**config.mk**
```make
export PLATFORM = sky130hd
export DESIGN_NAME = crc_framed_packet_receiver
export DESIGN_NICKNAME = d
export VERILOG_FILES = /design/src/cfpr_pkg.sv /design/src/crc_framed_packet_receiver.sv
export SDC_FILE = /design/constraint.sdc
export NUM_CORES = 1
export LEC_CHECK = 0
export BUFFER_PORTS_ARGS = -buffer_cell sky130_fd_sc_hd__buf_4
export CAP_MARGIN = 20
export CORE_MARGIN = 2
export CORE_UTILIZATION = 58
export DETAILED_ROUTE_END_ITERATION = 10
export PLACE_DENSITY = 0.77
export SYNTH_ARGS = -nofsm -noshare
export SYNTH_HDL_FRONTEND = slang
export SYNTH_SLANG_ARGS = --single-unit
```
**constraint.sdc**
```tcl
create_clock -name clk -period 5 [get_ports clk]
set_input_delay 0.5 -clock clk [delete_from_list [all_inputs] [get_ports clk]]
set_output_delay 0.5 -clock clk [all_outputs]
set_load 0.1 [all_outputs]
```
**src/cfpr_pkg.sv**
```systemverilog
// Shared types, constants and the CRC-16/X-25 byte update for the framed packet receiver.
// No dependencies.
package cfpr_pkg;

  localparam int unsigned LENGTH_LIMIT = 64;

  localparam logic [7:0]  SYNC1       = 8'hAA;
  localparam logic [7:0]  SYNC2       = 8'h55;
  localparam logic [7:0]  CMD_FORBID  = 8'h7F;
  localparam logic [7:0]  ACK_FLAG    = 8'h80;
  localparam logic [15:0] CRC_INIT    = 16'hFFFF;
  localparam logic [15:0] CRC_POLY    = 16'h8408;

  localparam int unsigned IN_TDATA_W  = 16;
  localparam int unsigned OUT_TDATA_W = 56;

  // configuration register indexes
  localparam logic REG_OWN_ADDR   = 1'b0;
  localparam logic REG_BCAST_ADDR = 1'b1;

  typedef enum logic [3:0] {
    PH_HUNT    = 4'd0,
    PH_SYNC2   = 4'd1,
    PH_DEST    = 4'd2,
    PH_SRC     = 4'd3,
    PH_ID      = 4'd4,
    PH_CMD     = 4'd5,
    PH_LEN     = 4'd6,
    PH_PAYLOAD = 4'd7,
    PH_TRL_HI  = 4'd8,
    PH_TRL_LO  = 4'd9
  } phase_t;

  typedef enum logic [2:0] {
    VERD_DATA      = 3'd0,
    VERD_BCAST     = 3'd1,
    VERD_ACK_OK    = 3'd2,
    VERD_CRC_ERR   = 3'd3,
    VERD_ACK_MISS  = 3'd4,
    VERD_DUPLICATE = 3'd5
  } verdict_t;

  // result item, last field in the lowest bits once padded into tdata
  typedef struct packed {
    logic [5:0] payload_length;
    logic [7:0] command;
    logic [7:0] frame_id;
    logic [7:0] source_address;
    logic [7:0] dest_address;
    logic       forbidden_cmd;
    verdict_t   verdict;
    logic [7:0] payload_byte;
  } result_t;

  // reflected CRC update, one byte, LSB first
  function automatic logic [15:0] crc_feed(input logic [15:0] crc_in, input logic [7:0] b);
    logic [15:0] c;
    c = crc_in ^ {8'h00, b};
    for (int k = 0; k < 8; k++) begin
      if (c[0]) begin
        c = (c >> 1) ^ CRC_POLY;
      end else begin
        c = c >> 1;
      end
    end
    return c;
  endfunction

endpackage

```
**src/crc_framed_packet_receiver.sv**
```systemverilog
// Framed packet receiver top level: sync hunt, address filter, header capture,
// payload streaming and CRC-16/X-25 verdict. Depends on cfpr_pkg.
//
// One received byte per item; an item is taken every cycle while the result side keeps up.
// The byte is registered in the input stage, then the frame state machine and a one-byte
// CRC update act on it and load the result register. A payload byte yields one result item
// (out_tuser 0), the low trailer byte yields the verdict item (out_tuser 1), all other bytes
// yield none. A stalled result register backs up the input only when the byte in flight
// has a result to deliver.
module crc_framed_packet_receiver (
  input  logic                               clk,
  input  logic                               rst_n,
  // configuration
  input  logic                               cfg_we,
  input  logic                               cfg_index,
  input  logic [7:0]                         cfg_wdata,
  // input stream
  input  logic                               in_tvalid,
  output logic                               in_tready,
  input  logic [cfpr_pkg::IN_TDATA_W-1:0]    in_tdata,   // [7:0] rx_byte, [15:8] awaited_ack_cmd
  // result stream
  output logic                               out_tvalid,
  input  logic                               out_tready,
  // [7:0] payload_byte, [10:8] verdict, [11] forbidden_cmd, [19:12] dest_address,
  // [27:20] source_address, [35:28] frame_id, [43:36] command, [49:44] payload_length
  output logic [cfpr_pkg::OUT_TDATA_W-1:0]   out_tdata,
  output logic                               out_tuser   // [0] kind
);

  // configuration registers
  logic [7:0] own_addr_r, bcast_addr_r;

  // input stage
  logic       s1_valid_r;
  logic [7:0] s1_byte_r, s1_await_r;

  // frame state
  cfpr_pkg::phase_t phase_r, phase_nxt;
  logic [5:0]  span_r, span_nxt;
  logic [7:0]  dest_r, dest_nxt;
  logic [7:0]  src_r, src_nxt;
  logic [7:0]  id_r, id_nxt;
  logic [7:0]  cmd_r, cmd_nxt;
  logic [5:0]  len_r, len_nxt;
  logic [15:0] crc_r, crc_nxt;
  logic [7:0]  trl_hi_r, trl_hi_nxt;
  logic [7:0]  last_id_r, last_id_nxt;

  // result register
  logic                out_valid_r;
  logic                out_kind_r;
  cfpr_pkg::result_t   out_data_r;

  logic                res_valid;
  logic                res_kind;
  cfpr_pkg::result_t   res;
  logic [15:0]         crc_fed;
  logic                s1_adv;

  assign crc_fed = cfpr_pkg::crc_feed(crc_r, s1_byte_r);

  // item in stage 1 leaves when it has no result or the result register is free
  assign s1_adv    = s1_valid_r && (!res_valid || !out_valid_r || out_tready);
  assign in_tready = !s1_valid_r || s1_adv;

  always_ff @(posedge clk) begin
    if (!rst_n) begin
      own_addr_r   <= 8'h00;
      bcast_addr_r <= 8'hFF;
    end else if (cfg_we) begin
      unique case (cfg_index)
        cfpr_pkg::REG_OWN_ADDR:   own_addr_r   <= cfg_wdata;
        cfpr_pkg::REG_BCAST_ADDR: bcast_addr_r <= cfg_wdata;
        default: ;
      endcase
    end
  end

  always_ff @(posedge clk) begin
    if (!rst_n) begin
      s1_valid_r <= 1'b0;
    end else if (in_tready) begin
      s1_valid_r <= in_tvalid;
    end
  end

  always_ff @(posedge clk) begin
    if (in_tready && in_tvalid) begin
      s1_byte_r  <= in_tdata[7:0];
      s1_await_r <= in_tdata[15:8];
    end
  end

  // result fields for the byte in stage 1
  always_comb begin
    res_valid          = 1'b0;
    res_kind           = 1'b0;
    res.payload_byte   = 8'h00;
    res.verdict        = cfpr_pkg::VERD_DATA;
    res.forbidden_cmd  = 1'b0;
    res.dest_address   = dest_r;
    res.source_address = src_r;
    res.frame_id       = id_r;
    res.command        = cmd_r;
    res.payload_length = len_r;
    if (s1_valid_r) begin
      if (phase_r == cfpr_pkg::PH_PAYLOAD) begin
        res_valid        = 1'b1;
        res.payload_byte = s1_byte_r;
      end else if (phase_r == cfpr_pkg::PH_TRL_LO) begin
        res_valid = 1'b1;
        res_kind  = 1'b1;
        if ({trl_hi_r, s1_byte_r} != ~crc_r) begin
          res.verdict = cfpr_pkg::VERD_CRC_ERR;
        end else begin
          res.forbidden_cmd = (cmd_r == cfpr_pkg::CMD_FORBID);
          priority if (dest_r == own_addr_r && cmd_r[7]) begin
            res.verdict = (cmd_r == (s1_await_r | cfpr_pkg::ACK_FLAG)) ?
                          cfpr_pkg::VERD_ACK_OK : cfpr_pkg::VERD_ACK_MISS;
          end else if (dest_r == bcast_addr_r) begin
            res.verdict = cfpr_pkg::VERD_BCAST;
          end else if (id_r != last_id_r || id_r == 8'h00) begin
            res.verdict = cfpr_pkg::VERD_DATA;
          end else begin
            res.verdict = cfpr_pkg::VERD_DUPLICATE;
          end
        end
      end
    end
  end

  // next frame state
  always_comb begin
    phase_nxt   = phase_r;
    span_nxt    = span_r;
    dest_nxt    = dest_r;
    src_nxt     = src_r;
    id_nxt      = id_r;
    cmd_nxt     = cmd_r;
    len_nxt     = len_r;
    crc_nxt     = crc_r;
    trl_hi_nxt  = trl_hi_r;
    last_id_nxt = last_id_r;
    unique case (phase_r)
      cfpr_pkg::PH_SYNC2: begin
        if (s1_byte_r == cfpr_pkg::SYNC2) begin
          crc_nxt   = crc_fed;
          phase_nxt = cfpr_pkg::PH_DEST;
        end else begin
          phase_nxt = cfpr_pkg::PH_HUNT;
        end
      end
      cfpr_pkg::PH_DEST: begin
        if (s1_byte_r == own_addr_r || s1_byte_r == bcast_addr_r) begin
          dest_nxt  = s1_byte_r;
          crc_nxt   = crc_fed;
          phase_nxt = cfpr_pkg::PH_SRC;
        end else begin
          phase_nxt = cfpr_pkg::PH_HUNT;
        end
      end
      cfpr_pkg::PH_SRC: begin
        src_nxt   = s1_byte_r;
        crc_nxt   = crc_fed;
        phase_nxt = cfpr_pkg::PH_ID;
      end
      cfpr_pkg::PH_ID: begin
        id_nxt    = s1_byte_r;
        crc_nxt   = crc_fed;
        phase_nxt = cfpr_pkg::PH_CMD;
      end
      cfpr_pkg::PH_CMD: begin
        cmd_nxt   = s1_byte_r;
        crc_nxt   = crc_fed;
        phase_nxt = cfpr_pkg::PH_LEN;
      end
      cfpr_pkg::PH_LEN: begin
        if (s1_byte_r < 8'(cfpr_pkg::LENGTH_LIMIT)) begin
          len_nxt   = s1_byte_r[5:0];
          span_nxt  = s1_byte_r[5:0];
          crc_nxt   = crc_fed;
          phase_nxt = (s1_byte_r[5:0] != 6'd0) ? cfpr_pkg::PH_PAYLOAD : cfpr_pkg::PH_TRL_HI;
        end else begin
          phase_nxt = cfpr_pkg::PH_HUNT;
        end
      end
      cfpr_pkg::PH_PAYLOAD: begin
        crc_nxt  = crc_fed;
        span_nxt = span_r - 6'd1;
        if (span_r == 6'd1) begin
          phase_nxt = cfpr_pkg::PH_TRL_HI;
        end
      end
      cfpr_pkg::PH_TRL_HI: begin
        trl_hi_nxt = s1_byte_r;
        phase_nxt  = cfpr_pkg::PH_TRL_LO;
      end
      cfpr_pkg::PH_TRL_LO: begin
        phase_nxt = cfpr_pkg::PH_HUNT;
        if (res.verdict == cfpr_pkg::VERD_DATA) begin
          last_id_nxt = id_r;
        end
      end
      default: begin
        // hunting; a rejected byte is never re-examined here
        if (s1_byte_r == cfpr_pkg::SYNC1) begin
          crc_nxt   = cfpr_pkg::crc_feed(cfpr_pkg::CRC_INIT, cfpr_pkg::SYNC1);
          phase_nxt = cfpr_pkg::PH_SYNC2;
        end else begin
          phase_nxt = cfpr_pkg::PH_HUNT;
        end
      end
    endcase
  end

  always_ff @(posedge clk) begin
    if (!rst_n) begin
      phase_r   <= cfpr_pkg::PH_HUNT;
      span_r    <= 6'd0;
      dest_r    <= 8'h00;
      src_r     <= 8'h00;
      id_r      <= 8'h00;
      cmd_r     <= 8'h00;
      len_r     <= 6'd0;
      crc_r     <= cfpr_pkg::CRC_INIT;
      trl_hi_r  <= 8'h00;
      last_id_r <= 8'h00;
    end else if (s1_adv) begin
      phase_r   <= phase_nxt;
      span_r    <= span_nxt;
      dest_r    <= dest_nxt;
      src_r     <= src_nxt;
      id_r      <= id_nxt;
      cmd_r     <= cmd_nxt;
      len_r     <= len_nxt;
      crc_r     <= crc_nxt;
      trl_hi_r  <= trl_hi_nxt;
      last_id_r <= last_id_nxt;
    end
  end

  always_ff @(posedge clk) begin
    if (!rst_n) begin
      out_valid_r <= 1'b0;
    end else if (s1_adv && res_valid) begin
      out_valid_r <= 1'b1;
    end else if (out_tready) begin
      out_valid_r <= 1'b0;
    end
  end

  always_ff @(posedge clk) begin
    if (s1_adv && res_valid) begin
      out_kind_r <= res_kind;
      out_data_r <= res;
    end
  end

  assign out_tvalid = out_valid_r;
  assign out_tuser  = out_kind_r;
  assign out_tdata  = {(cfpr_pkg::OUT_TDATA_W - $bits(cfpr_pkg::result_t))'(0), out_data_r};

endmodule

```
Word level (Yosys, flattened, before mapping):

Index checks and enable logic that the tools add are counted.

* logic and storage cells: 136
* register bits after elaboration: 164
* output and inout port bits: 59

* $lt $le $gt $ge: 1
* reduce and logical (&&, ||, !) cells: 35
* bitwise operators: 14
* add/sub/neg operators: 1
* equality and inequality tests: 24
* muxes and demuxes: 36

Operator list (count)
* 16-bit 2-to-1 mux: 12
* 16-bit one-hot mux with 5 select lines: 1
* 8-bit equality test: 5
* 4-bit one-hot mux with 9 select lines: 1
* 2-bit NOT with 3-bit output: 8
* 3-bit 2-to-1 mux: 7
* 4-bit by 3-bit equality test with 1-bit output, second input constant: 4
* 8-bit by 7-bit equality test with 1-bit output, second input constant: 2
* 16-bit inequality test: 1
* 16-bit NOT: 1
* 2-bit AND reduction: 8
* 16-bit by 8-bit XOR with 16-bit output: 1
* 4-bit 2-to-1 mux: 3
* 6-bit one-hot mux with 2 select lines: 1
* 3-bit AND reduction: 4
* 11-bit 2-to-1 mux: 1
* 4-bit by 2-bit equality test with 1-bit output, second input constant: 2
* 4-bit equality test, second input constant: 2
* 8-bit equality test, second input constant: 1
* 8-bit zero test: 1
* 8-bit by 7-bit less-than comparator with 1-bit output, second input constant: 1
* 8-bit 2-to-1 mux: 1
* 8-bit inequality test: 1
* 4-bit OR reduction: 2
* other kinds (18): 40

Longest topological paths before layout:

Gate-level depths: netlist of the first run.

* depth in word-level cells: 19
* depth in mapped cells: 10
* mapped depth without buffers: 7

Worst setup path after synthesis of the first run:

OpenSTA, ideal clock, no wires.

* path kind: register to register
* from: reg s1_valid_r
* to: reg out_data_r (netlist bit out_tdata[0]) (enable)
* required time: 4.540 ns
* arrival: 3.118 ns
* setup time: 0.460 ns
* setup slack: 1.422 ns
* stages on the path, launching flop included: 5
* period minus slack after synthesis: 3.578 ns
* cells stage by stage: dfxtp_1 -> clkbuf_1 -> clkbuf_1 -> o211ai_1 -> nor2_1

* longest elaborated chain between the ends: 6

Ends and longest elaborated chain
* start, declared: RTL line crc_framed_packet_receiver.sv:34 `logic s1_valid_r;`
* start signal, assigned: RTL line crc_framed_packet_receiver.sv:83 `s1_valid_r <= in_tvalid;`
* 1-bit 2-to-1 mux: RTL line crc_framed_packet_receiver.sv:106 `if (s1_valid_r) begin`
* 1-bit zero test: RTL line crc_framed_packet_receiver.sv:63 `assign s1_adv = s1_valid_r && (!res_valid || !out_valid_r || out_tready);`
* 1-bit logical OR (2 in series): RTL line crc_framed_packet_receiver.sv:63
* 1-bit logical AND: RTL line crc_framed_packet_receiver.sv:63
* 1-bit logical AND *: RTL line crc_framed_packet_receiver.sv:253 `if (s1_adv && res_valid) begin`
* end signal, assigned: RTL line crc_framed_packet_receiver.sv:255 `out_data_r <= res;`
* end, declared: RTL line crc_framed_packet_receiver.sv:52 `cfpr_pkg::result_t out_data_r;`

Every way passes the cells marked *; elsewhere a longest branch is shown, timed or not.
A chain may end at the register's enable or synchronous reset.

Final worst setup path of the first run:

* from: reg s1_byte_r[2]
* to: reg last_id_r[1]

* longest elaborated chain between the ends: 7

Ends and longest elaborated chain
* start, declared: RTL line crc_framed_packet_receiver.sv:35 `logic [7:0] s1_byte_r, s1_await_r;`
* start signal, assigned: RTL line crc_framed_packet_receiver.sv:89 `s1_byte_r <= in_tdata[7:0];`
* 16-bit inequality test: RTL line crc_framed_packet_receiver.sv:113 `if ({trl_hi_r, s1_byte_r} != ~crc_r) begin`
* 3-bit 2-to-1 mux: RTL line crc_framed_packet_receiver.sv:113
* 3-bit 2-to-1 mux: RTL line crc_framed_packet_receiver.sv:110 `end else if (phase_r == cfpr_pkg::PH_TRL_LO) begin`
* 3-bit 2-to-1 mux: RTL line crc_framed_packet_receiver.sv:107 `if (phase_r == cfpr_pkg::PH_PAYLOAD) begin`
* 11-bit 2-to-1 mux: RTL line crc_framed_packet_receiver.sv:106
* 3-bit zero test: RTL line crc_framed_packet_receiver.sv:200 `if (res.verdict == cfpr_pkg::VERD_DATA) begin`
* 3-bit AND reduction (no source line)
* end signal, assigned: RTL line crc_framed_packet_receiver.sv:238 `last_id_r <= last_id_nxt;`
* end, declared: RTL line crc_framed_packet_receiver.sv:47 `logic [7:0] last_id_r, last_id_nxt;`

No other way between the ends.

==> results of run 1 <==
state kept, by name, summed over array words and instances, names as in the netlist, 7 cells and up:
signal	flops
last_id_r	8
trl_hi_r	8
out_tdata	50
bcast_addr_r	8
s1_await_r	7
crc_r	16
s1_byte_r	8
dest_r	8
cmd_r	8
own_addr_r	8
src_r	8
id_r	8
cell usage after synthesis, types with 2 or more instances:
cell,instances,area share [%]
a211o_1,2,0.24
a21boi_0,3,0.31
a21oi_1,18,1.2
a22o_1,2,0.24
a31oi_1,2,0.17
and2_1,4,0.34
and3_1,9,0.77
buf_2,2,0.14
buf_4,11,1.1
buf_6,6,0.92
clkbuf_1,24,1.2
clkbuf_2,2,0.14
dfxtp_1,98,27
edfxtp_1,66,27
ha_1,2,0.34
inv_1,7,0.36
mux2i_1,67,9.2
nand2_1,69,3.5
nand2b_1,5,0.43
nand3_1,15,1.0
nand3b_1,2,0.20
nand4_1,11,0.94
nand4b_1,3,0.36
nor2_1,74,3.8
nor2b_1,4,0.34
nor3_1,6,0.41
nor3b_1,2,0.20
nor4_1,9,0.77
o211ai_1,4,0.41
o211ai_2,3,0.51
o21ai_0,6,0.41
o311ai_1,5,0.60
o41ai_1,11,1.3
or3_1,3,0.26
or4_1,5,0.51
xnor2_1,40,4.8
xor2_1,38,4.5
per-layer routing:
layer | track usage [%] | share of wire [%] | vias to the layer above
met2 | 41.5 | 50 | 200
met4 | 12.5 | 2.9 | 0
met3 | 5.71 | 5.9 | 42
li1 | - | - | 2494
met5 | 0 | 0 | -
met1 | 30.9 | 42 | 2516
cell families (layout without fill, tap and decap cells):
| logic type | count (synthesis) | in the layout |
|---|---|---|
| buf+inv | 54 | 127 |
| compound gates | 70 | 70 |
| mux | 67 | 67 |
| simple gates | 232 | 232 |
| flops | 164 | 164 |
| xor+xnor | 79 | 79 |
| fa+ha+maj | 2 | 2 |
| other cells | 1 | 6 |
worst paths after layout:
kind | end | slack, ps | cells past startpoint
setup / recovery | last_id_r[1] | 1680 | 6
hold / removal | s1_byte_r[7] | 240 | 1
setup reg to reg | last_id_r[1] | 1680 | 6
hold reg to reg | out_tdata[46] | 430 | 0
per-stage QoR:
step | hold slack (ps) | setup slack [ps] | cells | util (%) | power (W)
3_5_place_dp | 419 | 1790 | 886 | 63.6 | 0.00162
3_3_place_gp | 419 | 1570 | 885 | 63.6 | 0.00162
6_report | 238 | 1680 | 919 | 67.8 | 0.00274
4_1_cts | 229 | 1750 | 918 | 67.8 | 0.00276
2_1_floorplan | 408 | 1420 | 674 | - | 0.00158
5_1_grt | 226 | 1530 | 919 | 67.8 | 0.00284
power breakdown:
group	internal, W	switching, W	leakage [nW]
sequential	0.00140	0.0000477	1.42
combinational	0.0000583	0.0000867	1.63
clock	0.000646	0.000503	0.245
cell usage in the layout, fill, tap and decap left out, types with 11 or more instances in the layout:
master	netlist	final
nor2_1	74	73
nand3_1	15	15
mux2i_1	67	67
nand4_1	11	11
a21oi_1	18	18
xnor2_1	40	40
dfxtp_1	98	98
clkbuf_16	0	17
buf_4	11	86
nand2_1	69	69
o41ai_1	11	11
edfxtp_1	66	66
xor2_1	38	38
layout make-up:
cell class	instances	area share (%)
clock buffer	24	5.46
clock inverter	8	0.651
inverter	8	0.370
multi-input combinational	456	36.6
sequential	164	46.7
tap	172	2.55
timing repair buffer	87	7.70
==> metrics.cfg, run 1 <==
[outcome]
outcome = complete, no violations

[detailed_routing]
vias_per_cell = 5.71
first_pass_iters = 6
drc = 0
final_antenna_net_count = 0
drt-initial-drc-count = 336
via_count = 5252
totalWireLength_um = 16100
wl_per_cell_um = 17.5

[finish]
drive_above_1_share_pct = 17.4
area_growth_pct = 15.4
fill_cells = 958
multiInputGateArea_um2 = 3090
num_antenna_cells = 0
stdcell_area_um2 = 8450
seq_area_um2 = 3940
layout.nets = 766

[clock_network]
clock_latency_ps = 430
cts-root-buf = clkbuf_16
cts-hold-fix-buffers = 0
cts_buffers = 17
cts_tree = yes
path_clk_slew_ps = 60
post_cts_resized = 0
clk_path_buf_depth = 2
htreeDepth = 4
cts_sinks = 164
post_cts_buffers = 0

[hold_path]
hold_start = in_tdata[7]
min_path_type = input port to register

[synth]
ys_warn_count = 0
ys_seq_elements = 164
synth_mux_area_share_pct = 9.16
syn_inst = 669
yosys.area_share.simple_pct = 15.6
synth_top_family_by_area = simple AND/OR/NAND/NOR gates
synth-xor-area-share_pct = 9.55
synthArstFlopShare_pct = 0
synth_edf_count = 66
synthAdderAreaFrac_pct = 0.342
synth_compound_area_share_pct = 7.18
ys_seq_area_share_pct = 53.9
synth_cell_types = 66
synth_flop_cell = dfxtp_1
netlist_area_um2 = 7320
avgSynthCellArea_um2 = 10.9

[worst_setup_path]
critPathBufInv = 1
cp_data_required_time_ps = 5340
timing.rr.start = s1_byte_r[2]
cp_slowest_stage_delay_ps = 880
cp-startpoint = s1_byte_r[2]
start_kind = register
arrival_ps = 3660
end_kind = register
path_max_fanout = 13
path_delay_family = simple AND/OR/NAND/NOR gates
cp_slowest_cell = edfxtp_1
worstPathCellList = xnor2_1 > or4_1 > nor4_4 > nor4b_2 > buf_4 > mux2i_1
worstSetupPathType = register to register

[sta]
fmax_mhz = 301
final.setup_skew_ps = 6.83
min_period_ps = 3320
tightest_slew_ps = 842
drv_slew = 0
setup_viol = 0
grt_setup_unrepaired = false
max_slew_margin_pct = 43.9
setup_tns_ps = 0
fin_crit_sh_pct = 66.4
hold_violations = 0

[grt]
grt_pass1_vias = 5092
grt_pass1_wl_um = 25500
grt_overflow = 0
grt_max_degree = 55
grt_usage_pct = 25.1
antenna_found_initial = 0

[floorplanning]
rows = 41
dieArea_um2 = 13500
initial_utilization_pct = 58.7
die_h_um = 116
io_pins = 89
die_w_um = 116
core_um2 = 12500

[pwr]
p_leak_nw = 3.30
power_density_nw_per_um2 = 325
ir_drop_mv = 0.214

[place]
dp_hpwl_um = 10800
io_buffers = 81
placed_area_um2 = 7930
gp_congestion = 0.889

[job]
max_cap_viol_count = 0

Note: power is estimated with default switching activity, not from simulation.
==> run 2: changes to the inputs <==
--- a/config.mk
+++ b/config.mk
@@ -8,9 +8,9 @@
 export BUFFER_PORTS_ARGS = -buffer_cell sky130_fd_sc_hd__buf_4
 export CAP_MARGIN = 20
 export CORE_MARGIN = 2
-export CORE_UTILIZATION = 58
+export CORE_UTILIZATION = 52
 export DETAILED_ROUTE_END_ITERATION = 10
-export PLACE_DENSITY = 0.77
+export PLACE_DENSITY = 0.72
 export SYNTH_ARGS = -nofsm -noshare
 export SYNTH_HDL_FRONTEND = slang
 export SYNTH_SLANG_ARGS = --single-unit
==> constraint.sdc (replaced) <==
create_clock -name clk -period 2.95 [get_ports clk]
set_input_delay 0.295 -clock clk [delete_from_list [all_inputs] [get_ports clk]]
set_output_delay 0.295 -clock clk [all_outputs]
set_load 0.1 [all_outputs]
==> metrics.cfg, run 2 (same netlist as run 1, synthesis figures left out) <==
[outcome]
outcome = complete, no violations

[grt]
grt_pass1_vias = 5117
grt_usage_pct = 23.1
grt_pass1_wl_um = 26300
grt_overflow = 0
grt_max_degree = 52
antenna_found_initial = 0

[detailed_routing]
totalWireLength_um = 16700
top_layer = met4
drt-initial-drc-count = 385
final_antenna_net_count = 0
wl_met1_um = 7100
first_pass_iters = 5
vias_per_cell = 5.60
dr_wl_met3_um = 1170
via_count = 5304
met2RoutedLength_um = 8020
drc = 0
wl_per_cell_um = 17.7

[finish]
stdcell_area_um2 = 8720
largest_reg_flops = 50
final_cell_mix = 105 x buf_4, 98 x dfxtp_1, 73 x nor2_1
num_antenna_cells = 0
area_growth_pct = 19.1
fin_cells = 947
final_common_cell = buf_4
fill_cells = 1085
layout.nets = 786
drive_above_1_share_pct = 19.7

[hold_path]
min_path_type = input port to register
hold_start = in_tdata[14]
hold_path_end = s1_await_r[6]
worstHoldPathCells = 1

[floorplanning]
core_um2 = 13800
die_w_um = 123
dieArea_um2 = 15000
initial_utilization_pct = 53.0
rows = 43
die_h_um = 123
io_pins = 89

[job]
max_cap_viol_count = 0

[clock_network]
cts-root-buf = clkbuf_16
path_clk_slew_ps = 60
cts-hold-fix-buffers = 0
clk_path_buf_depth = 2
clock_latency_ps = 430
cts_tree = yes
htreeDepth = 4
cts_sinks = 164
post_cts_resized = 0
post_cts_buffers = 0
cts_buffers = 17

[sta]
grt_setup_unrepaired = false
final.setup_skew_ps = 11.4
fmax_mhz = 368
tightest_slew_ps = 833
drv_slew = 0
hold_violations = 0
layout_setup_ws_ps = 230
fin_crit_sh_pct = 92.2
setup_tns_ps = 0
max_slew_margin_pct = 44.0
min_period_ps = 2720
setup_viol = 0

[place]
dp_hpwl_um = 11800
placed_area_um2 = 8100
dp_cells = 914
io_buffers = 81
gp_congestion = 0.892
place_ws_ps = 213

[worst_setup_path]
rrSetupSlack_ps = 230
worstPathCellList = xor2_1 > nor4_1 > a221oi_2 > or4_1 > buf_4 > o311ai_1
worstSetupPathType = register to register
rr_worst_depth = 6
end_kind = register
cp_slowest_cell = edfxtp_1
cp_slowest_stage_delay_ps = 610
path_max_fanout = 16
timing.rr.start = s1_byte_r[0]
start_kind = register
r2r-end = crc_r[3]
arrival_ps = 3040
cp_data_required_time_ps = 3270

[pwr]
p_leak_nw = 3.45
ir_drop_mv = 0.422
power_density_nw_per_um2 = 574
totalPowerFinal_w = 0.00500

## run 2: worst max-delay path: cells and delay by family (launching register included)
family | cells | cell delay, ps
and+or+nand+nor | 2 | 980
DFF | 1 | 610
AOI/OAI and AO/OA | 2 | 550
xor gates and xnor gates | 1 | 240
buffers and inverters | 1 | 230
## run 2: metrics by stage
step | hold slack, ps | utilization, %
2_1_floorplan | 394 | -
3_3_place_gp | 416 | 58.6
3_5_place_dp | 416 | 58.6
4_1_cts | 30.6 | 63.0
5_1_grt | 25.8 | 63.1
6_report | 45.8 | 63.1
## run 2: routing by layer
layer / track usage [%] / up-vias
met3: 5.86 / 42
met1: 29.5 / 2527
met4: 9.34 / 0
li1: - / 2536
met2: 37.5 / 199
met5: 0 / -
## run 2: worst max-delay path by stage
stage,startpoint,to,slack [ps],cells after the start
after floorplan,out_tvalid,crc_r[10],160,9
after global placement,s1_byte_r[0],crc_r[3],340,6
after detailed placement,phase_r[1],span_r[3],210,5
after CTS,phase_r[1],span_r[3],210,5
after global routing,s1_byte_r[0],crc_r[3],60,7
final,s1_byte_r[0],crc_r[3],230,6
## run 2: cell type report
cell class | count | area, µm² | area share, %
well taps | 180 | 225 | 2.58
clock inverters | 8 | 119 | 1.36
inverters | 8 | 31.3 | 0.359
clock buffers | 24 | 493 | 5.65
flip-flops and latches | 164 | 3940 | 45.2
repair buffers | 107 | 813 | 9.33
multi-input cells | 456 | 3090 | 35.5
## run 2: power breakdown
group / total [W] / leakage (nW) / internal [W] / switching (W)
combinational: 0.000300 / 1.73 / 0.000119 / 0.000182
sequential: 0.00243 / 1.42 / 0.00238 / 0.0000509
clock: 0.00227 / 0.302 / 0.00142 / 0.000850
total: 0.00500 / 3.45 / 0.00392 / 0.00108
==> run 3: changes to the inputs <==
--- a/config.mk
+++ b/config.mk
@@ -8,9 +8,9 @@
 export BUFFER_PORTS_ARGS = -buffer_cell sky130_fd_sc_hd__buf_4
 export CAP_MARGIN = 20
 export CORE_MARGIN = 2
-export CORE_UTILIZATION = 52
+export CORE_UTILIZATION = 40
 export DETAILED_ROUTE_END_ITERATION = 10
-export PLACE_DENSITY = 0.72
+export PLACE_DENSITY = 0.58
 export SYNTH_ARGS = -nofsm -noshare
 export SYNTH_HDL_FRONTEND = slang
 export SYNTH_SLANG_ARGS = --single-unit
==> metrics.cfg, run 3 (same netlist as run 1, synthesis figures left out) <==
[finish]
fill_cells = 1653
stdcell_area_um2 = 8800
area_growth_pct = 20.2
multiInputGateArea_um2 = 3090
final_common_cell = buf_4
largest_reg_flops = 50
drive_above_1_share_pct = 20.8
final_util_pct = 49.0
layout.nets = 795
seq_area_um2 = 3940
final_cell_mix = 114 x buf_4, 98 x dfxtp_1, 73 x nor2_1
num_antenna_cells = 0

[grt]
antenna_found_initial = 0
grt_pass1_vias = 5333
grt_usage_pct = 19.4
grt_pass1_wl_um = 29300
grt_overflow = 0
grt_max_degree = 49

[pwr]
p_int_w = 0.00375
clkPwrFrac_pct = 43.7
p_leak_nw = 3.48
sw_frac_of_total_pct = 22.9
ir_drop_mv = 0.405
p_sw_w = 0.00111
combPwrFrac_pct = 6.3
power_density_nw_per_um2 = 552
seq_power_share_pct = 50.1

[sta]
fin_crit_sh_pct = 90.9
tightest_slew_ps = 691
setup_viol = 0
final.setup_skew_ps = 8.56
min_period_ps = 2680
hold_violations = 0
setup_tns_ps = 0
fmax_mhz = 373
grt_setup_unrepaired = false
drv_slew = 0
max_slew_margin_pct = 53.7

[detailed_routing]
first_pass_iters = 5
vias_per_cell = 5.27
drc = 0
drt-initial-drc-count = 390
via_count = 5295
totalWireLength_um = 18200
final_antenna_net_count = 0
wl_per_cell_um = 18.1

[place]
placed_area_um2 = 8230
gp_congestion = 0.892
io_buffers = 81
dp_hpwl_um = 12700

[worst_setup_path]
cp_data_required_time_ps = 3270
cp_slowest_stage_delay_ps = 660
start_kind = register
arrival_ps = 3010
worstSetupPathType = register to register
end_kind = register
cp_slowest_cell = edfxtp_1
worstPathCellList = xor2_1 > nor4_1 > a221oi_2 > or4_1 > buf_4 > o311ai_1
path_max_fanout = 16

[floorplanning]
die_w_um = 139
io_pins = 89
initial_utilization_pct = 40.8
dieArea_um2 = 19400
die_h_um = 139
core_um2 = 18000
rows = 49

[clock_network]
cts_sinks = 164
post_cts_buffers = 0
cts-root-buf = clkbuf_16
post_cts_resized = 0
cts-hold-fix-buffers = 0
cts_tree = yes
cts_buffers = 17
path_clk_slew_ps = 60
htreeDepth = 4
clk_path_buf_depth = 2
clock_latency_ps = 430

[job]
max_cap_viol_count = 0

[hold_path]
min_path_type = input port to register

[outcome]
outcome = complete, no violations

run 3: through the flow:
stage | setup slack, ps | hold WS [ps] | total power (W) | cells
after CTS | 256 | 25.8 | 0.00490 | 1003
final | 269 | 42.5 | 0.00486 | 1004
after floorplan | 160 | 394 | 0.00267 | 674
after global routing | 138 | 27.9 | 0.00502 | 1004
after global placement | 349 | 421 | 0.00278 | 972
after detailed placement | 276 | 419 | 0.00279 | 972
run 3: final cells by class:
cell class                 count  share of cell area [%]
sequential                   164                    44.8
multi-input combinational    456                    35.2
timing repair buffer         116                    10.0
clock buffer                  23                    5.56
tap                          229                    3.26
clock inverter                 8                   0.853
inverter                       8                   0.355
run 3: final timing paths:
path | from | to | slack [ps] | depth (start not counted)
setup reg to reg | s1_byte_r[2] | crc_r[12] | 270 | 6
hold reg to reg | src_r[6] | out_tdata[26] | 440 | 0
setup / recovery | s1_byte_r[2] | crc_r[12] | 270 | 6
hold / removal | in_tdata[1] | s1_byte_r[1] | 40 | 1
run 3: critical path, delay by kind of cell, from the launching register on:
family | cells | cell delay (ps)
flops | 1 | 660
compound gates | 2 | 450
xor+xnor | 1 | 260
simple gates | 2 | 980
buf+inv | 1 | 230
run 3: per-layer routing:
| metal | vias up | wire length (µm) | global-route usage (%) |
|---|---|---|---|
| li1 | 2548 | - | - |
| met3 | 25 | 1070 | 4.51 |
| met5 | - | 0 | 0 |
| met1 | 2552 | 8320 | 26.3 |
| met2 | 170 | 8470 | 30.3 |
| met4 | 0 | 340 | 7.28 |
run 3: power by group through the flow:
| stage | Combinational (W) | Clock (W) | Sequential (W) |
|---|---|---|---|
| after floorplan | 0.000225 | 0 | 0.00245 |
| after global placement | 0.000301 | 0 | 0.00248 |
| after detailed placement | 0.000305 | 0 | 0.00248 |
| after CTS | 0.000307 | 0.00216 | 0.00243 |
| after global routing | 0.000331 | 0.00226 | 0.00243 |
| final | 0.000305 | 0.00212 | 0.00243 |
